## src/rtl/tphi_ram.sv

```systemverilog
// ----------------------------------------------------------------------------
// tphi_ram
// Generic single-port synchronous RAM with a registered read.
// ----------------------------------------------------------------------------
`default_nettype none

module tphi_ram #(
  parameter int unsigned Width = 8,
  parameter int unsigned Depth = 64
) (
  input  wire logic                     clk_i,
  input  wire logic                     we_i,
  input  wire logic [$clog2(Depth)-1:0] addr_i,
  input  wire logic [Width-1:0]         wdata_i,
  output logic      [Width-1:0]         rdata_o
);

  logic [Width-1:0] mem_q [Depth];

  always_ff @(posedge clk_i) begin
    if (we_i) begin
      mem_q[addr_i] <= wdata_i;
    end
    rdata_o <= mem_q[addr_i];
  end

endmodule

`default_nettype wire

```

## config.mk

```make
export PLATFORM = sky130hd
export DESIGN_NAME = tphi_ram
export DESIGN_NICKNAME = d
export VERILOG_FILES = /design/src/rtl/tphi_ram.sv
export SDC_FILE = /design/constraint.sdc
export NUM_CORES = 1
export LEC_CHECK = 0
export BUFFER_PORTS_ARGS = -buffer_cell sky130_fd_sc_hd__buf_2
export CAP_MARGIN = 20
export CORE_MARGIN = 2
export CORE_UTILIZATION = 50
export DETAILED_ROUTE_END_ITERATION = 7
export GPL_TIMING_DRIVEN = 0
export PLACE_DENSITY = 0.66
export SYNTH_ARGS = -nofsm -noshare
export SYNTH_HDL_FRONTEND = slang
export SYNTH_SLANG_ARGS = --single-unit
```

## constraint.sdc

```tcl
create_clock -name clk_i -period 4.45 [get_ports clk_i]
set_input_delay 0.445 -clock clk_i [delete_from_list [all_inputs] [get_ports clk_i]]
set_output_delay 0.445 -clock clk_i [all_outputs]
set_load 0.03 [all_outputs]
```

### Word-level counts from Yosys, hierarchy flattened

Memories as Yosys holds them, arrays and structs flattened. A register that Yosys moved wholly into a read port is not among the register bits.
Cells that the tools add are included.

* mux-type cells: 2

Operators with widths (count)
* $mux 1: 2

* memories kept: 1
* bits in writable memories: 512
* register bits: 0
* input port bits: 16
* output and inout port bits: 8
* word-level logic and storage cells: 3

Memory list
* mem_q: words 64, width 8, rd ports 1, clocked after Yosys merged registers in 1, wr ports 1, line 18 `logic [Width-1:0] mem_q [Depth];`

### Longest topological paths before layout

* word-level depth: 2
* gate-level depth with buffers: 10
* mapped depth without buffers: 5

### Least setup slack after synthesis

Ideal clock, no wire load.

* kind: input to register
* start: input addr_i[1]
* end: memory mem_q[13][0] (enable)
* data required time: 4.080 ns
* stages on the path: 7
* slack: 1.906 ns
* path buffers: 4
* library setup time: 0.370 ns
* data arrival time: 2.173 ns
* path through: buf_6 buf_6 nor2b_1 clkbuf_1 clkbuf_1 nand3_1 nor2_1

RTL lines
* from (decl): line 13 `input wire logic [$clog2(Depth)-1:0] addr_i,`
* to (decl): line 18

No word-level cell before the write port.

### Final worst setup path

* start: input addr_i[0]
* end: memory mem_q[45][2] (enable)

No word-level cell before the write port.

==> results.txt <==
register area share after synthesis - 76.0%
vias in the first global route - 11700
Setup Skew - 0.0137 ns
outcome - finished, final reports clean
Ys Warns - 0
Leak Pwr - 7.47 nW
Nets - 1272
initial antenna violation count - 1
RSZ-0062 raised after global routing - no
IO buf count - 22
Post-Syn Area - 0.0204 mm^2
Seq cells post-synth - 520
largest net degree at the start of global routing - 65
hold slack final - 0.153 ns
Layout Cells excl Fill - 1835
max cap viols - 0
1st-iter DRT viols - 1779
Inst Count DP - 1730
DR vias - 12100
Slew HR - 28.9%
post-CTS setup buffer count - 0
worst-margin pin slew - 1.06 ns
CP endpoint kind - flip-flop
VDD IR max - 0.000324 V
reg2reg start - mem_q[6][7]
Cell variety after synth - 56
Post-DP HPWL - 38.4 mm
clock root cell - clkbuf_16
Placer Congestion - 0.980
Hold Fails Final Rpt - 0
die height - 206 um
critical path's largest stage delay - 1.04 ns
post-synthesis net count - 1187
Clock Path Buffers - 3
FMAX - 245 MHz
min-delay src - wdata_i[7]
DRT Pass-1 Iters - 5
pre-CTS WS - -0.0601 ns
class of the worst hold path - input pin to flip-flop
Die W - 206 um
drt wl/cell - 31.9 um
Critical Path Source - addr_i[0]
Tmin final - 4.08 ns
CTS Sinks - 520
Die ar. - 0.0425 mm^2
first-pass GRT wire length - 83.7 mm
Crit path buffers/inverters - 4
Worst path slowest cell - nor2_1
ratio of total power to cell area - 456 mW/mm^2
CP dominant cell by count - clkbuf_1
fin crit share - 91.6%
Residual DRC - 0
Worst Path Arrival - 4.29 ns
Post-CTS Hold Buffers - 0
post-CTS sizing - 0
crit path max fanout - 10
WL final - 58.6 mm
CTS Buf Count - 53
Crit Path Class - input pin to flip-flop
Syn Inst Count - 1171
area added between synthesis and finish - 13.3%
commonest non-fill, non-tap cells in the layout - edfxtp_1 (512), nor2_1 (82), mux2i_1 (63)
worst-path cell chain - buf_2 > buf_4 > nor2b_1 > clkbuf_1 > clkbuf_1 > nand3_1 > nor2_1
Slew Limit Fails - 0
grt ovf - 0
num rows - 74
Clk pin slew, worst setup/hold paths - 0.06 ns
most common cell after layout, fill and taps aside - edfxtp_1
syn_area_per_cell - 17.5 um^2
I/O Pins - 24
core area - 0.0406 mm^2
crit start category - input pin
Layout fillers - 3139
asr flop ratio synth - 0%
CTS tree - done
Starting Density - 50.4%
Via density - 6.58
H-tree Lvls - 2
share of layout cells above drive strength 1 - 16.0%
setup slack after layout - 0.374 ns
Req. time, crit path - 4.66 ns
kind of cell adding the most delay to the critical path - simple AND/OR/NAND/NOR gates
Global Route Usage Sum - 28.5%
final setup fails - 0
clock latency on the worst-skew pair - 0.60 ns
Antenna Nets Post-Route - 0
Post-synth top flop - edfxtp_1
EDFF count, synth - 512
==> metal layers <==
metal	track usage [%]	wire [um]
met1	39.7	23000
met2	42.3	25900
met3	7.32	6500
met4	13.2	3130
met5	0	0
==> worst paths after layout <==
path,to,slack (ns),cells past startpoint
hold reg to reg,rdata_o[0],0.64,3
hold / removal,mem_q[49][7],0.15,1
setup reg to reg,rdata_o[7],2.11,5
setup / recovery,mem_q[45][2],0.37,7
==> synthesized netlist by cell type, types with 6 or more instances <==
cell / n / share of area, %
a31oi_1: 15 / 0.46
nor2b_1: 8 / 0.24
dfxtp_1: 8 / 0.78
nor2_1: 82 / 1.5
a221oi_1: 21 / 0.90
o2bb2ai_1: 7 / 0.30
nand3b_1: 12 / 0.44
o22a_1: 11 / 0.47
a21oi_1: 28 / 0.69
o21ai_0: 9 / 0.22
and4_1: 6 / 0.26
a22oi_1: 40 / 1.5
nand2b_1: 24 / 0.73
a22o_1: 10 / 0.43
o22ai_1: 22 / 0.67
a221o_1: 11 / 0.54
mux4_2: 41 / 4.5
a211oi_1: 6 / 0.22
mux2i_1: 63 / 3.1
clkbuf_1: 36 / 0.66
edfxtp_1: 512 / 75
and3_1: 9 / 0.28
nand3_1: 8 / 0.20
o221ai_1: 9 / 0.39
nand2_1: 45 / 0.83
and2_1: 9 / 0.28
buf_2: 30 / 0.73
mux2_1: 7 / 0.39
buf_1: 6 / 0.11
a32oi_1: 7 / 0.30
==> stage by stage <==
stage | util (%) | power [mW] | setup TNS (ns) | cell area, um^2
final | 57.1 | 10.6 | 0 | 23200
after global routing | 57.1 | 10.8 | 0 | 23200
after CTS | 56.9 | 10.6 | 0 | 23100
after detailed placement | 52.6 | 6.16 | -0.603 | 21300
after global placement | 52.3 | 6.14 | -0.0204 | 21200
after floorplan | - | 5.85 | 0 | 20400
==> cell families after synthesis <==
kind of cell,count (synthesis),synth area share (%)
AND/OR/NAND/NOR,229,5.71
AO/OA/AOI/OAI,222,8.08
flip-flops,520,76.0
multiplexers,116,8.26
buffers and inverters,84,1.98
==> flip-flops by register name (all words and copies together), names as in the netlist <==
name	count
mem_q	512
rdata_o	8
==> power breakdown <==
part | switching (mW) | internal (mW)
clock network | 1.86 | 2.63
logic | 0.458 | 0.189
registers | 0.00993 | 5.42
==> layout make-up <==
type / instances / area, um^2 / area share, %
sequential: 520 / 15500 / 67.1
multi-input combinational: 567 / 4510 / 19.5
clock buffer: 70 / 1520 / 6.57
tap: 532 / 666 / 2.87
buffer: 81 / 394 / 1.70
timing repair buffer: 30 / 278 / 1.20
clock inverter: 29 / 243 / 1.05
inverter: 3 / 11.3 / 0.0486
antenna: 3 / 7.51 / 0.0324
==> worst register-to-register path: cells and delay by family, from the launching register on <==
kind	cells	cell delay (ns)
mux	2	0.79
simple gates	1	0.67
compound gates	2	0.35
flops	1	0.37
Power figures use the tool's default switching activity.
