**src/rtl/tphi_pkg.sv**
```systemverilog
// ----------------------------------------------------------------------------
// tphi_pkg
// Shared types and constants of the timed pose history interpolator.
// ----------------------------------------------------------------------------
`default_nettype none

package tphi_pkg;

  localparam int unsigned TimeW          = 48;
  localparam int unsigned PosW           = 32;
  localparam int unsigned HeadW          = 16;
  localparam int unsigned PoseW          = 2 * PosW + HeadW;
  localparam int unsigned DefHistDepth   = 64;
  localparam int unsigned DefAlphaBits   = 16;
  localparam logic [TimeW-1:0] RetentionReset = 48'd1000000000;

  localparam logic ReqAdd   = 1'b0;
  localparam logic ReqQuery = 1'b1;

  typedef struct packed {
    logic                    req_type;
    logic [TimeW-1:0]        sample_time;
    logic signed [PosW-1:0]  pos_x_in;
    logic signed [PosW-1:0]  pos_y_in;
    logic [HeadW-1:0]        heading_in;
  } req_t;

  typedef struct packed {
    logic                    pose_found;
    logic signed [PosW-1:0]  pos_x_out;
    logic signed [PosW-1:0]  pos_y_out;
    logic [HeadW-1:0]        heading_out;
    logic                    history_nonempty;
    logic [TimeW-1:0]        newest_time;
  } rsp_t;

  typedef struct packed {
    logic signed [PosW-1:0] x;
    logic signed [PosW-1:0] y;
    logic [HeadW-1:0]       h;
  } pose_t;

endpackage

`default_nettype wire

```
**src/rtl/tphi_blend.sv**
```systemverilog
// ----------------------------------------------------------------------------
// tphi_blend
// Linear blend of two poses by a fractional weight, with the heading taking
// the shortest wrapped path. Two register stages.
// ----------------------------------------------------------------------------
`default_nettype none

module tphi_blend #(
  parameter int unsigned FracBits = tphi_pkg::DefAlphaBits
) (
  input  wire logic                  clk_i,
  input  wire logic [FracBits-1:0]   alpha_i,
  input  wire tphi_pkg::pose_t       p0_i,
  input  wire tphi_pkg::pose_t       p1_i,
  output tphi_pkg::pose_t            pose_o
);

  localparam int unsigned DW = tphi_pkg::PosW + 1;
  localparam int unsigned PW = DW + FracBits + 1;

  logic signed [DW-1:0]  dx, dy, dh;
  logic signed [PW-1:0]  mx_q, my_q, mh_q;
  tphi_pkg::pose_t       p0_q;
  logic [tphi_pkg::HeadW-1:0] hdiff;
  logic signed [PW-1:0]  sx, sy, sh;

  always_comb begin
    hdiff = p1_i.h - p0_i.h;
    dx = DW'(p1_i.x) - DW'(p0_i.x);
    dy = DW'(p1_i.y) - DW'(p0_i.y);
    if (hdiff > 16'd32768) begin
      dh = DW'($signed({1'b0, hdiff})) - DW'(32'sd65536);
    end else begin
      dh = DW'($signed({1'b0, hdiff}));
    end
  end

  always_ff @(posedge clk_i) begin
    p0_q <= p0_i;
    mx_q <= $signed({1'b0, alpha_i}) * dx;
    my_q <= $signed({1'b0, alpha_i}) * dy;
    mh_q <= $signed({1'b0, alpha_i}) * dh;
  end

  always_comb begin
    sx = mx_q >>> FracBits;
    sy = my_q >>> FracBits;
    sh = mh_q >>> FracBits;
  end

  always_ff @(posedge clk_i) begin
    pose_o.x <= p0_q.x + sx[tphi_pkg::PosW-1:0];
    pose_o.y <= p0_q.y + sy[tphi_pkg::PosW-1:0];
    pose_o.h <= p0_q.h + sh[tphi_pkg::HeadW-1:0];
  end

endmodule

`default_nettype wire

```
**config.mk**
```make
export PLATFORM = sky130hd
export DESIGN_NAME = tphi_blend
export DESIGN_NICKNAME = d
export VERILOG_FILES = /design/src/rtl/tphi_pkg.sv /design/src/rtl/tphi_blend.sv
export SDC_FILE = /design/constraint.sdc
export NUM_CORES = 2
export LEC_CHECK = 0
export BUFFER_PORTS_ARGS = -buffer_cell sky130_fd_sc_hd__buf_2
export CAP_MARGIN = 20
export CORE_UTILIZATION = 50
export DETAILED_ROUTE_END_ITERATION = 8
export GPL_TIMING_DRIVEN = 0
export PLACE_DENSITY = 0.67
export SYNTH_ARGS = -nofsm -noshare
export SYNTH_HDL_FRONTEND = slang
export SYNTH_SLANG_ARGS = --single-unit
```
**constraint.sdc**
```tcl
create_clock -name clk_i -period 13.06 [get_ports clk_i]
set_clock_uncertainty 0.05 [all_clocks]
set_input_delay 0.653 -clock clk_i [delete_from_list [all_inputs] [get_ports clk_i]]
set_output_delay 0.653 -clock clk_i [all_outputs]
set_load 0.005 [all_outputs]
```
After elaboration in Yosys (flattened, before gate mapping)

Index checks and enable logic that the tools add are counted.

Flip-flop bits (word level): 288
Input bits: 177
Output and inout port bits: 80
Logic and storage cells: 21

$add $sub $neg: 7
$mul: 3
Magnitude comparators: 1
Mux-type cells: 1

Operator list:

| operator                                              | number |
|---|---|
| multiplier 17 x 33 -> 48 bit                          | 2 |
| subtractor 32 x 32 -> 33 bit                          | 2 |
| adder 32 bit                                          | 2 |
| multiplier 17 x 33 -> 32 bit                          | 1 |
| two-way mux 33 bit                                    | 1 |
| subtractor 16 x 17 -> 18 bit, second input constant   | 1 |
| adder 16 bit                                          | 1 |
| greater-than comparator 16 bit, second input constant | 1 |
| subtractor 16 bit                                     | 1 |

Longest topological paths before layout

Depth in word-level cells: 4
Depth in mapped cells: 36

Least setup slack after synthesis

OpenSTA, ideal clock, no wires.

Kind: input to register
Start: input port p1_i[0] (netlist name)
End: register mh_q[31]
Setup time: 0.125 ns
Data arrival time: 9.028 ns
Slack: 3.857 ns
Stages on the path: 36
Path through: inv_1 ha_1 inv_1 fa_1 a21o_1 a21oi_2 xnor2_1 or4b_1 a2111o_1 or4_1 or4_4 o31a_1 buf_6 nand2_2 inv_2 fa_1 fa_1 fa_1 inv_1 fa_1 inv_1 fa_1 inv_1 fa_1 inv_1 ha_1 a21oi_1 nor2b_1 o21ai_0 nand2b_1 a21oi_1 a31oi_1 o41ai_1 nor2_1 a211oi_1 xnor2_1

Word-level cells in the longest chain between the ends: 4
Elaborated cells between the ends (all ways): 5
Those cells by class: 2 x add/sub; 1 x mul; 1 x order compare; 1 x mux

Ends and longest elaborated chain:

| element                                                                        | line                               | source |
|---|---|---|
| from (decl)                                                                    | tphi_blend.sv:14                   | `input wire tphi_pkg::pose_t p1_i,` |
| subtractor 16 bit *                                                            | tphi_blend.sv:28                   | `hdiff = p1_i.h - p0_i.h;` |
| subtractor 16 x 17 -> 18 bit or greater-than comparator 16 bit (tied branches) | tphi_blend.sv:32, tphi_blend.sv:31 |  |
| two-way mux 33 bit *                                                           | tphi_blend.sv:31                   | `if (hdiff > 16'd32768) begin` |
| multiplier 17 x 33 -> 32 bit *                                                 | tphi_blend.sv:42                   | `mh_q <= $signed({1'b0, alpha_i}) * dh;` |
| to (signal assigned)                                                           | tphi_blend.sv:42                   |  |
| to (decl)                                                                      | tphi_blend.sv:22                   | `logic signed [PW-1:0] mx_q, my_q, mh_q;` |

Every way passes the cells marked *; elsewhere a longest branch is shown, timed or not.

Worst setup path in the final report

Start: input port p0_i[48] (netlist name)
End: register mx_q[47]

Word-level cells in the longest chain between the ends: 2

Ends and longest elaborated chain:

| element                      | line             | source |
|---|---|---|
| from (decl)                  | tphi_blend.sv:13 | `input wire tphi_pkg::pose_t p0_i,` |
| subtractor 32 x 32 -> 33 bit | tphi_blend.sv:29 | `dx = DW'(p1_i.x) - DW'(p0_i.x);` |
| multiplier 17 x 33 -> 48 bit | tphi_blend.sv:40 | `mx_q <= $signed({1'b0, alpha_i}) * dx;` |
| to (signal assigned)         | tphi_blend.sv:40 |  |
| to (decl)                    | tphi_blend.sv:22 |  |

No other way between the ends.

==> results by group <==
Synth
  – Post-synth EDFFs: 0
  – Count leader, synth: inv_1
  – Area leader, netlist: fa_1
  – Dominant cells by area after synthesis: fa_1 (42%), inv_1 (10%), ha_1 (10%), dfxtp_1 (8.2%), and2_1 (5.9%)
  – Cells after Synth: 6600
  – Async S/R FF share, synth: 0%
  – Synth top cells by count: inv_1 (1630), fa_1 (1233), nand2_1 (826)
  – Register bit total from synthesis: 240
  – Mapped cell area: 58300 µm²
  – Post-synthesis net count: 8474
  – Synthesized area per cell: 8.83 µm²
  – Distinct cells, synth: 79
  – Post-synthesis sequential area ratio: 8.24%
  – Synth top area share: 42.3%
  – Post-synth top flop: dfxtp_1
  – Syn. warnings: 0

Detailed routing
  – DRT Pass-1 Iters: 6
  – Vias/cell: 5.34
  – DR vias: 45100
  – Antenna Violating Nets Remaining: 0
  – Wire per inst: 20.1 µm
  – WL final: 170000 µm
  – Drt first-iter violations: 3499
  – Residual DRC: 0

Timing
  – Slew @ Worst Pin: 1.30 ns
  – Part of the cycle the worst path needs: 83.8%
  – Slew Limit Fails: 0
  – Fmax: 91.4 MHz
  – Final hold violation count: 0
  – RSZ-0062 raised after global routing: no
  – Slew margin rel.: 13.6%
  – Fin crit period: 10.94 ns
  – Final setup violating endpoints: 0
  – Setup_tns: 0 ns

Job
  – Maxcap violations: 0

Status
  – Status: complete, no violations

Critical path
  – R2r endpoint: pose_o[47]$_DFF_P_
  – Critical Path RT: 13.49 ns
  – Slowest stage delay, CP: 0.85 ns
  – CP max FO: 10
  – Setup crit end kind: flop
  – Worst setup path category: primary input to flop
  – Worst reg2reg path startpoint: my_q[18]$_DFF_P_
  – CP most frequent cell: fa_1
  – Worst Path Arrival: 11.38 ns
  – Setup slack, reg-to-reg: 8.89 ns
  – Crit path launch: p0_i[48]
  – Critical path depth: 32
  – Startpoint Class: primary input
  – Worst reg2reg path depth: 11
  – Worst Setup EP: mx_q[47]$_DFF_P_
  – Slowest CP cell: a311oi_1
  – CP bufs+invs: 5
  – Top Family by Delay on Critical Path: adder cells

Die
  – Io pins: 257
  – Initial Util: 50.7%
  – Row count: 124
  – CORE AREA: 115000 µm²
  – Die width: 343 µm
  – Die H: 343 µm
  – Die area: 118000 µm²

Worst hold path
  – Hold Crit Class: primary input to flop

Layout
  – Layout area overhead: 7.84%
  – Share of layout cells above drive strength 1: 5.42%
  – Post-layout nets: 8785
  – Design area: 62900 µm²

CTS
  – # resized after CTS: 0
  – Root Driver: clkbuf_16
  – Post-CTS setup buffer count: 0
  – Clock sinks: 240
  – Max H-tree Level: 1
  – Clock Pin Slew Worst Setup and Hold Paths: 0.06 ns
  – Inserted Clock Buffers: 29
  – CTS tree: built
  – Hold buffers post-CTS: 0
  – CTS Buffer Depth: 3
  – Worst-Skew Late Latency: 0.60 ns

Placement
  – RePlAce Congestion: 0.968
  – Number of buffers added on ports: 255
  – Placed inst area: 61700 µm²
  – Detail Placement HPWL: 142000 µm

GRT
  – Largest net degree at the start of global routing: 15
  – Vias in the first global route: 46700
  – Initial antenna violation count: 16
  – First-pass GRT wire length: 266000 µm
  – Gr usage total: 29.7%
  – Total global routing overflow: 0
[flip-flops by register name (all words and copies together) (netlist names)]
signal and count:
mx_q 32, my_q 32, p0_q 80, pose_o 80
mh_q 16
[worst register-to-register path: cells and delay by family, from the launching register on]
kind	cells	cell delay (ns)
compound gates	9	3.21
fa+ha+maj	1	0.34
flops	1	0.32
xor+xnor	1	0.14
[metal layers]
metal / wire length [µm] / part of all wire (%) / track usage, % / up-vias
met5: 111 / 0.065 / 0 / -
met4: 8400 / 4.9 / 13.2 / 18
met3: 15200 / 8.9 / 5.46 / 417
met2: 77800 / 46 / 47.4 / 1906
met1: 68500 / 40 / 39.6 / 22500
li1: - / - / - / 20300
[how the worst min path moves through the flow]
stage / to / slack [ns] / start / cells past startpoint
5_1_grt: p0_q[52]$_DFF_P_ / 0.08 / p0_i[52] / 1
3_3_place_gp: pose_o[48]$_DFF_P_ / 0.38 / p0_q[48]$_DFF_P_ / 1
2_1_floorplan: pose_o[0]$_DFF_P_ / 0.37 / p0_q[0]$_DFF_P_ / 1
6_report: p0_q[23]$_DFF_P_ / 0.11 / p0_i[23] / 1
4_1_cts: p0_q[63]$_DFF_P_ / 0.07 / p0_i[63] / 1
3_5_place_dp: pose_o[16]$_DFF_P_ / 0.39 / p0_q[16]$_DFF_P_ / 1
[cell type report]
cell class / count / area (µm²)
Fill cell: 10700 / 52100
Multi-Input combinational cell: 4464 / 46400
Inverter: 1638 / 6150
Sequential cell: 240 / 4800
Tap cell: 1512 / 1890
Timing Repair Buffer: 280 / 1640
Buffer: 258 / 980
Clock buffer: 36 / 802
Clock inverter: 17 / 199
Antenna cell: 15 / 37.5
[logic make-up after synthesis]
kind of cell	count (synthesis)	share of synthesized area, %
buffers and inverters	1896	12.2
flip-flops	240	8.24
AO/OA/AOI/OAI	610	6.95
multiplexers	28	0.496
AND/OR/NAND/NOR	1870	15.8
XOR/XNOR	251	3.82
adder cells (fa/ha/maj)	1705	52.4
[through the flow]
step	setup slack (ns)	cells	utilization, %	hold slack [ns]
after detailed placement	1.90	8386	53.7	0.392
after global routing	1.92	8448	54.7	0.0841
after global placement	1.68	8367	53.5	0.381
after floorplan	3.86	6600	-	0.370
after CTS	2.52	8439	54.6	0.0749
final	2.12	8460	54.7	0.109
[cells in the final DEF (no fill, tap or decap), types with 156 or more instances in the layout]
cell type,count
inv_1,1630
fa_1,1233
nand2_1,826
and2_1,549
ha_1,464
buf_2,258
clkbuf_1,251
dfxtp_1,240
xnor2_1,175
a21oi_1,156
Power is left out: the tool's default activity adds up to more than one toggle a clock period on the data nets, which glitch-free logic cannot reach.
