## config.mk

```make
export PLATFORM = sky130hd
export DESIGN_NAME = tphi_div
export DESIGN_NICKNAME = d
export VERILOG_FILES = /design/src/rtl/tphi_pkg.sv /design/src/rtl/tphi_div.sv
export SDC_FILE = /design/constraint.sdc
export NUM_CORES = 1
export LEC_CHECK = 0
export BUFFER_PORTS_ARGS = -buffer_cell sky130_fd_sc_hd__buf_2
export CAP_MARGIN = 20
export CORE_MARGIN = 10
export CORE_UTILIZATION = 51
export CTS_BUF_LIST = sky130_fd_sc_hd__clkbuf_4 sky130_fd_sc_hd__clkbuf_8
export DETAILED_ROUTE_END_ITERATION = 16
export GPL_TIMING_DRIVEN = 0
export PLACE_DENSITY = 0.72
export SLEW_MARGIN = 20
export SYNTH_ARGS = -nofsm -noshare
export SYNTH_HDL_FRONTEND = slang
export SYNTH_SLANG_ARGS = --single-unit
```

## constraint.sdc

```tcl
create_clock -name clk_i -period 10.8 [get_ports clk_i]
set_clock_uncertainty 0.2 [all_clocks]
set_input_delay 0 -clock clk_i [delete_from_list [all_inputs] [get_ports clk_i]]
set_output_delay 0 -clock clk_i [all_outputs]
set_load 0.03 [all_outputs]
```

## src/rtl/tphi_pkg.sv

```systemverilog
// ----------------------------------------------------------------------------
// tphi_pkg
// Shared types and constants of the timed pose history interpolator.
// ----------------------------------------------------------------------------
`default_nettype none

package tphi_pkg;

  localparam int unsigned TimeW          = 48;
  localparam int unsigned PosW           = 32;
  localparam int unsigned HeadW          = 16;
  localparam int unsigned PoseW          = 2 * PosW + HeadW;
  localparam int unsigned DefHistDepth   = 64;
  localparam int unsigned DefAlphaBits   = 16;
  localparam logic [TimeW-1:0] RetentionReset = 48'd1000000000;

  localparam logic ReqAdd   = 1'b0;
  localparam logic ReqQuery = 1'b1;

  typedef struct packed {
    logic                    req_type;
    logic [TimeW-1:0]        sample_time;
    logic signed [PosW-1:0]  pos_x_in;
    logic signed [PosW-1:0]  pos_y_in;
    logic [HeadW-1:0]        heading_in;
  } req_t;

  typedef struct packed {
    logic                    pose_found;
    logic signed [PosW-1:0]  pos_x_out;
    logic signed [PosW-1:0]  pos_y_out;
    logic [HeadW-1:0]        heading_out;
    logic                    history_nonempty;
    logic [TimeW-1:0]        newest_time;
  } rsp_t;

  typedef struct packed {
    logic signed [PosW-1:0] x;
    logic signed [PosW-1:0] y;
    logic [HeadW-1:0]       h;
  } pose_t;

endpackage

`default_nettype wire

```

## src/rtl/tphi_div.sv

```systemverilog
// ----------------------------------------------------------------------------
// tphi_div
// Restoring fraction divider: floor(num * 2^FracBits / den) for num < den,
// one quotient bit per cycle.
// ----------------------------------------------------------------------------
`default_nettype none

module tphi_div #(
  parameter int unsigned FracBits = tphi_pkg::DefAlphaBits
) (
  input  wire logic                         clk_i,
  input  wire logic                         rst_ni,
  input  wire logic                         start_i,
  input  wire logic [tphi_pkg::TimeW-1:0]   num_i,
  input  wire logic [tphi_pkg::TimeW-1:0]   den_i,
  output logic                              done_o,
  output logic [FracBits-1:0]               quot_o
);

  localparam int unsigned CntW = $clog2(FracBits + 1);

  logic [tphi_pkg::TimeW:0]   rem_q, rem_d, shifted;
  logic [tphi_pkg::TimeW-1:0] den_q, den_d;
  logic [FracBits-1:0]        quot_q, quot_d;
  logic [CntW-1:0]            cnt_q, cnt_d;
  logic                       busy_q, busy_d;

  always_comb begin
    rem_d   = rem_q;
    den_d   = den_q;
    quot_d  = quot_q;
    cnt_d   = cnt_q;
    busy_d  = busy_q;
    shifted = {rem_q[tphi_pkg::TimeW-1:0], 1'b0};
    done_o  = 1'b0;
    if (start_i) begin
      rem_d  = {1'b0, num_i};
      den_d  = den_i;
      quot_d = '0;
      cnt_d  = '0;
      busy_d = 1'b1;
    end else if (busy_q) begin
      if (shifted >= {1'b0, den_q}) begin
        rem_d  = shifted - {1'b0, den_q};
        quot_d = {quot_q[FracBits-2:0], 1'b1};
      end else begin
        rem_d  = shifted;
        quot_d = {quot_q[FracBits-2:0], 1'b0};
      end
      cnt_d = cnt_q + 1'b1;
      if (cnt_q == CntW'(FracBits - 1)) begin
        busy_d = 1'b0;
        done_o = 1'b1;
      end
    end
  end

  assign quot_o = quot_d;

  always_ff @(posedge clk_i or negedge rst_ni) begin
    if (!rst_ni) begin
      busy_q <= 1'b0;
      cnt_q  <= '0;
    end else begin
      busy_q <= busy_d;
      cnt_q  <= cnt_d;
    end
  end

  always_ff @(posedge clk_i) begin
    rem_q  <= rem_d;
    den_q  <= den_d;
    quot_q <= quot_d;
  end

endmodule

`default_nettype wire

```

# [After elaboration in Yosys (flattened, before gate mapping)]
# Index checks and enable logic that the tools add are counted.
[classes] order_cmp=1 n_eq_ne=1 n_mux=14 n_reduce_logical=1 n_addsub=2
[ops] op="$mux 48" count=3
[ops] op="$ge 49x48->1" count=1
[ops] op="$sub 48x48->48" count=1
[ops] op="$mux 16" count=2
[ops] op="$mux 5" count=2
[ops] op="$mux 1" count=7
[ops] op="$add 5x1->5 const B" count=1
[ops] op="$eq 5x4->1 const B" count=1
[ops] op="$reduce_bool 2->1" count=1
[word_totals] inputBits=99 output_inout_bits=17 wordCells=24 register_bits=118

# [Longest topological paths before layout]
# Gate-level depths: netlist (run 1).
[depth] ltp_word=4 ltp_mapped=14 depth_no_buf=11

# [Least setup slack after synthesis (run 1)]
# No wires, ideal clock.
[synth_path] path_type="flip-flop to flip-flop" from="register rem_q[36] in the netlist's numbering" to="register quot_q[0]" arrival_ps=3269 n_path_buf=2 stages_incl_launch_ff=12 setup_ps=207 t_required_ps=10393 period_less_slack_ps=3676 setup_slack_ps=7124 path_cell_list="edfxtp_1 > ha_1 > buf_2 > nand2_1 > or2_1 > or3_1 > or2_0 > o31ai_1 > a21oi_1 > o31a_1 > buf_2 > a211oi_1"
[synth_via] elab_chain_cells=4
[synth_lines] item="start: declaration" line="tphi_div.sv:22" text="logic [tphi_pkg::TimeW:0] rem_q, rem_d, shifted;"
[synth_lines] item="start signal: assignment" line="tphi_div.sv:71" text="rem_q <= rem_d;"
[synth_lines] item="$ge 49x48->1" line="tphi_div.sv:43" text="if (shifted >= {1'b0, den_q}) begin"
[synth_lines] item="$mux 1" line="tphi_div.sv:43"
[synth_lines] item="$mux 16" line="tphi_div.sv:42" text="end else if (busy_q) begin"
[synth_lines] item="$mux 16" line="tphi_div.sv:36" text="if (start_i) begin"
[synth_lines] item="named net quot_o[0]" line="tphi_div.sv:17" text="output logic [FracBits-1:0] quot_o"
[synth_lines] item="end signal: assignment" line="tphi_div.sv:73" text="quot_q <= quot_d;"
[synth_lines] item="end: declaration" line="tphi_div.sv:24" text="logic [FracBits-1:0] quot_q, quot_d;"
# The timed path passes the listed nets, and every way through them passes these cells.
# A chain may end at the register's enable or synchronous reset.

# [Worst setup path after layout (run 1)]
[layout_path] from="register rem_q[3] in the netlist's numbering" to="output quot_o[0]"
[layout_via] elab_chain_cells=4
[layout_lines] item="$ge 49x48->1" line="tphi_div.sv:43"
[layout_lines] item="$mux 1" line="tphi_div.sv:43"
[layout_lines] item="$mux 16" line="tphi_div.sv:42"
[layout_lines] item="$mux 16" line="tphi_div.sv:36"
[layout_lines] item="end: declaration" line="tphi_div.sv:17"
# No other way between the ends.

==> results of run 1 <==
## state kept, by name, indices dropped and copies added (netlist names)
register / flops
den_q: 48
cnt_q: 5
rem_q: 48
busy_q: 1
quot_q: 16
## layout make-up
| type | count | area share |
|---|---|---|
| sequential | 118 | 0.3254 |
| clock inverter | 15 | 0.01518 |
| timing repair buffer | 214 | 0.1523 |
| buffer | 40 | 0.01882 |
| multi-input combinational | 571 | 0.4168 |
| antenna | 1 | 0.0002428 |
| inverter | 63 | 0.02295 |
| tap | 211 | 0.02562 |
| clock buffer | 17 | 0.02271 |
## power groups by stage
stage | logic [mW] | clock network, mW | registers [mW]
6_report | 1.62 | 0.411 | 0.705
5_1_grt | 1.77 | 0.442 | 0.718
4_1_cts | 1.59 | 0.421 | 0.704
3_5_place_dp | 1.56 | 0 | 0.711
3_3_place_gp | 1.54 | 0 | 0.708
2_1_floorplan | 1.25 | 0 | 0.693
## kinds of logic after synthesis
logic type	count (synthesis)
xor+xnor	43
buf+inv	103
compound gates	203
fa+ha+maj	51
mux	77
flops	118
simple gates	197
## metrics by stage
| step | utilization | total power, mW | hold slack [ns] |
|---|---|---|---|
| after CTS | 0.6702 | 2.719 | 0.01411 |
| final | 0.6704 | 2.733 | 0.04595 |
| after detailed placement | 0.5804 | 2.267 | -0.3634 |
| after global placement | 0.5801 | 2.243 | -0.3696 |
| after floorplan | - | 1.947 | -0.4956 |
| after global routing | 0.6704 | 2.926 | 0.02781 |
## layer usage
metal / vias to the layer above / share of wire / track usage
met1: 3175 / 0.46 / 0.2532
met3: 30 / 0.046 / 0.04905
met5: - / 0 / 0
li1: 3372 / - / -
met2: 204 / 0.47 / 0.3262
met4: 0 / 0.018 / 0.06117
## timing repair
item,in CTS,in global routing
hold buffers,99,0
resized for setup,0,0
hold endpoints to repair,150,0
endpoints found under the setup margin,0,0
setup buffers,0,0
## cell usage after synthesis, types with 9 or more instances
master	number
nor2b_1	21
xnor2_1	26
nor2_1	53
xor2_1	17
inv_1	63
a21oi_1	74
mux2_4	21
edfxtp_1	96
nand2_1	43
nand4_1	11
mux2_2	36
nand3_1	21
buf_2	10
clkbuf_1	20
a21o_1	30
nor3b_1	9
o21ai_0	24
dfxtp_1	16
ha_1	50
mux2i_1	20
## critical path: stages, from the launching register on
cell and delay, ns:
edfxtp_1 0.40, ha_1 0.39, a21o_1 0.22, a31oi_2 0.23, a21oi_2 0.11, o31ai_2 0.39, a21oi_2 0.12, nor4b_4 0.51
o31a_1 0.45, buf_2 0.38, a211oi_1 0.16, buf_2 0.23
## worst min path at each step
stage,endpoint,slack (ns),depth (start not counted)
global route,den_q[9],0.03,2
floorplan,busy_q,-0.50,0
detailed placement,cnt_q[3],-0.36,1
finish,den_q[11],0.05,2
global placement,cnt_q[3],-0.37,1
CTS,den_q[13],0.01,2
==> run_results.csv, run 1 <==
group,metric,value,unit
power,switchingPower,1.125,mW
layout,seq_area,0.003353,mm^2
synthesis,yosysSeqAreaShare,0.4152,
power,irDropWorstVdd,0.1590,mV
synthesis,synthSimpleGateAreaFrac,0.1259,
sta,max_freq,234.8,MHz
place,hpwl,14700,um
sta,relSlewSlack,0.4901,
layout,nets,1175,
layout,mostFrequentLayoutCell,"buf_2",
outcome,status,"completed",
synthesis,synth.area.mux_share,0.1140,
drt,num_vias,6781,
power,p_clk_frac,0.150,
floorplan,core,0.01537,mm^2
synthesis,ys_async_sr_fraction,0.05085,
drt,drt_iter0_markers,589,
grt,gr-usage-all-layers,0.1993,
floorplan,die_y,145.8,um
clock_tree,numCtsBuffers,17,
synthesis,synth-compound-area-share,0.1650,
sta,setup_violations,0,
worst_hold_path,min_from,"den_i[11]",
worst_setup_path,worstPathArrival,4.06,ns
synthesis,yosysTopAreaCellShare,0.3569,
synthesis,avgSynthCellArea,10.20,um^2
worst_setup_path,regToRegEndpoint,"rem_q[25]",
grt,grt_max_degree,50,
layout,multiInputGateArea,0.004295,mm^2
layout,fill_cells,1214,
place,io_buffers,115,
worst_setup_path,end_kind,"output pin",
drt,ant_nets,0,
clock_tree,htree_levels,4,
clock_tree,clock-root-buffer,"clkbuf_8",
layout,drive_gt1_frac,0.2293,
floorplan,start_util,0.5254,
worst_setup_path,cp-start-kind,"register",
clock_tree,cts_tree,"done",
floorplan,die_x,145.8,um
power,p_leak,4.631,nW
layout,final_area,0.01030,mm^2
layout,stdcell_count,1250,
sta,rsz0062_at_grt,"no",
synthesis,synth_cells,792,
sta,fin_crit,4.259,ns
place,dp_cells,1118,
synthesis,yosys_warnings,0,
grt,overflow,0,
place,gp_congestion,0.9397,
synthesis,synth_area_leaders,"edfxtp_1, ha_1, mux2_2",
flow_run,drv_cap,0,
worst_setup_path,r2r_start,"rem_q[19]",
worst_setup_path,critPathRequiredTime,10.60,ns
drt,viasPerCell,5.425,
synthesis,syn_area,0.008076,mm^2
drt,drc,0,
layout,mostFrequentLayoutCells,"buf_2, dlygate4sd3_1, edfxtp_1",
sta,hold_violations,0,
synthesis,synth_edf_count,96,
grt,grt_pass1_vias,7018,
floorplan,rows,45,
power,power_density,265.2,mW/mm^2
place,place_ws,6.820,ns
power,p_comb_frac,0.592,
worst_hold_path,hp-class,"in2reg",
synthesis,synth_top_family_by_area,"compound AO/OA/AOI/OAI gates",
worst_setup_path,r2r_cells,12,
clock_tree,path_clk_slew,0.09,ns
synthesis,synthDistinctLibCells,68,
drt,drt_pre_antenna_iters,5,
synthesis,synthXorXnorAreaFrac,0.04663,
sta,finalCritPeriodShare,0.3943,
synthesis,netlist.top_cell.by_area,"edfxtp_1",
layout,area_growth,27.59,%
synthesis,synth_nets,942,
worst_setup_path,critPathCapture,"quot_o[0]",
clock_tree,clock_path_buffers,2,
sta,final.setup.tns,0,ns
grt,grt_antenna_before_repair,1,
grt,grt_pass1_wl,34770,um
sta,tightest_slew,0.7648,ns
synthesis,synthAdderAreaFrac,0.07994,
floorplan,die_area,0.02127,mm^2
worst_setup_path,reg2reg_slack,6.79,ns
sta,drv_slew,0,
place,placed_area,0.008921,mm^2
worst_setup_path,path_class,"reg2out",
clock_tree,cts.sinks,118,
sta,timing.final.ws_setup,6.541,ns
drt,wl,21560,um
synthesis,ys.flop_type,"edfxtp_1",
clock_tree,clk_latency,0.46,ns
worst_setup_path,crit_fanout,10,
power,pwr-share-seq,0.258,
floorplan,io_pins,116,
power,switching_share,0.4117,
power,internal_power,1.608,mW
worst_setup_path,worstSetupStartpoint,"rem_q[3]",
drt,wire_per_inst,17.25,um
synthesis,yosys_register_bits,118,
Power figures use the tool's default switching activity.
==> run 2, diff against run 1 <==
PLACE_DENSITY = 0.75   (was 0.72)
clock period = 3.9 ns   (was 10.8 ns; I/O delays follow)
==> run 2 against run 1 <==
Non-clock buffer count up 7; final area up 0.91%; via count rose by 1.2%.
==> run_results.csv, run 2 (same netlist as run 1, synthesis figures left out) <==
group,metric,value,unit
sta,drv_slew,0,
grt,grt_antenna_before_repair,0,
sta,max_freq,266.1,MHz
drt,viasPerCell,5.465,
worst_hold_path,hp-class,"in2reg",
place,hpwl,14860,um
sta,tightest_slew,0.7608,ns
sta,relSlewSlack,0.4928,
worst_hold_path,min_to,"den_q[37]",
drt,drt_iter0_markers,566,
layout,mostFrequentLayoutCell,"buf_2",
worst_setup_path,worstPathArrival,3.90,ns
worst_setup_path,critPathRequiredTime,4.04,ns
worst_hold_path,min_from,"den_i[37]",
layout,nets,1182,
floorplan,die_area,0.02127,mm^2
clock_tree,numCtsBuffers,17,
clock_tree,clock_path_buffers,2,
place,io_buffers,115,
sta,rsz0062_at_grt,"no",
worst_setup_path,end_kind,"register",
grt,grt_pass1_wl,35470,um
worst_setup_path,path_class,"reg2reg",
drt,wire_per_inst,17.12,um
floorplan,io_pins,116,
power,p_comb_frac,0.598,
sta,finalHoldWorstSlack,0.03447,ns
floorplan,die_x,145.8,um
clock_tree,clk_latency,0.47,ns
floorplan,rows,45,
worst_setup_path,cp_slowest_cell,"nor2_1",
worst_setup_path,regToRegEndpoint,"rem_q[47]",
layout,reg.largest.list,"den_q x48, rem_q x48, quot_q x16",
worst_setup_path,reg2reg_slack,0.14,ns
place,gp_congestion,0.9082,
worst_hold_path,min_path_cells,2,
layout,seq_area,0.003353,mm^2
sta,fin_crit,3.758,ns
power,power_density,737.2,mW/mm^2
worst_setup_path,crit_chain,"ha_1 > clkbuf_4 > nand2_2 > or2_4 > or3_1 > or2_0 > o31ai_1 > a21oi_1 > o31a_1 > buf_4 > nor2_1 > a221o_1",
grt,grtUsageMet3,0.05464,
outcome,status,"completed",
worst_setup_path,max_stage_delay,0.54,ns
grt,grt_pass1_vias,7148,
floorplan,start_util,0.5254,
layout,mostFrequentLayoutCells,"buf_2, dlygate4sd3_1, edfxtp_1",
drt,drt_pre_antenna_iters,8,
power,switchingPower,3.185,mW
power,p_clk_frac,0.147,
sta,hold_violations,0,
drt,drc,0,
layout,final_util,0.6765,
worst_setup_path,cp_top_family,"simple AND/OR/NAND/NOR gates",
layout,diodes,0,
clock_tree,cts.sinks,118,
worst_setup_path,r2r_start,"rem_q[36]",
power,irDropWorstVdd,0.4121,mV
drt,wl,21500,um
layout,area_growth,28.75,%
sta,final.setup.tns,0,ns
worst_setup_path,worst-path-buf-inv,2,
worst_setup_path,cp-start-kind,"register",
layout,multiInputGateArea,0.004317,mm^2
drt,num_vias,6864,
clock_tree,htree_levels,4,
power,p_leak,4.677,nW
power,pwr-share-seq,0.255,
floorplan,core,0.01537,mm^2
sta,setup_violations,0,
worst_setup_path,r2r_cells,12,
power,switching_share,0.4155,
grt,overflow,0,
power,finalPower,7.666,mW
sta,finalCritPeriodShare,0.9637,
clock_tree,cts_tree,"done",
drt,ant_nets,0,
worst_setup_path,crit_fanout,8,
layout,drive_gt1_frac,0.2402,
grt,grt_max_degree,49,
clock_tree,clock-root-buffer,"clkbuf_8",
grt,grt_use_met1,0.2557,
floorplan,die_y,145.8,um
flow_run,drv_cap,0,
clock_tree,path_clk_slew,0.10,ns
power,internal_power,4.481,mW
sta,timing.final.ws_setup,0.1418,ns
grt,gr-usage-met2,0.3312,
grt,gr-usage-all-layers,0.2021,
layout,fill_cells,1202,
place,place_ws,-0.1026,ns
grt,busiest_layer,"met2",
==> run 2: cell count changes in the layout (fill, tap and decap cells not counted), sizes merged <==
cell	change
buf	+6
bufinv	-1
clkbuf	+1
diode	-1
inv	+1
==> run 2: how the worst max path moves through the flow <==
stage | start | to | slack [ns] | depth (start not counted)
5_1_grt | rem_q[3] | quot_o[0] | 0.006 | 11
4_1_cts | rem_q[3] | quot_o[0] | -0.04 | 11
2_1_floorplan | rem_q[36] | quot_q[0] | 0.22 | 11
6_report | rem_q[36] | rem_q[47] | 0.14 | 12
3_5_place_dp | rem_q[19] | rem_q[30] | -0.10 | 12
3_3_place_gp | rem_q[19] | rem_q[15] | -0.08 | 12
==> run 2: area by class of cell <==
type                    instances  share of cell area
plain buffers                  40             0.01913
clock buffers                  17             0.02250
clock inverters                15             0.01432
inverters                      63             0.02274
multi-input cells             571              0.4151
flip-flops and latches        118              0.3225
well taps                     211             0.02539
repair buffers                221              0.1583
==> run 2: metal layers <==
layer	share of wire	vias to the layer above
li1	-	3383
met1	0.45	3221
met2	0.47	231
met3	0.062	29
met4	0.016	0
met5	0	-
==> run 2: worst register-to-register path, cell delays in order, from the launching register on <==
cell      delay (ns)
edfxtp_1        0.43
ha_1            0.30
clkbuf_4        0.18
nand2_2         0.10
or2_4           0.28
or3_1           0.39
or2_0           0.24
o31ai_1         0.23
a21oi_1         0.12
o31a_1          0.15
buf_4           0.18
nor2_1          0.54
a221o_1         0.29
==> run 2: timing repair <==
action,in CTS,in global routing
hold endpoints to repair,126,0
endpoints found under the setup margin,24,37
gates resized for setup,2,8
hold buffers,99,0
pin swaps,2,3
buffers inserted,4,2
==> run 2: power by group through the flow <==
stage | Clock, mW | Sequential (mW) | Combinational, mW
finish | 1.12 | 1.96 | 4.59
global route | 1.19 | 1.99 | 5.05
global placement | 0 | 1.96 | 4.24
detailed placement | 0 | 1.97 | 4.29
CTS | 1.14 | 1.95 | 4.48
floorplan | 0 | 1.92 | 3.47
==> run 2: per-stage QoR <==
stage	cells	area (um^2)
floorplan	792	8077
global placement	1118	8916
detailed placement	1119	8939
CTS	1254	10360
global route	1256	10400
finish	1256	10400
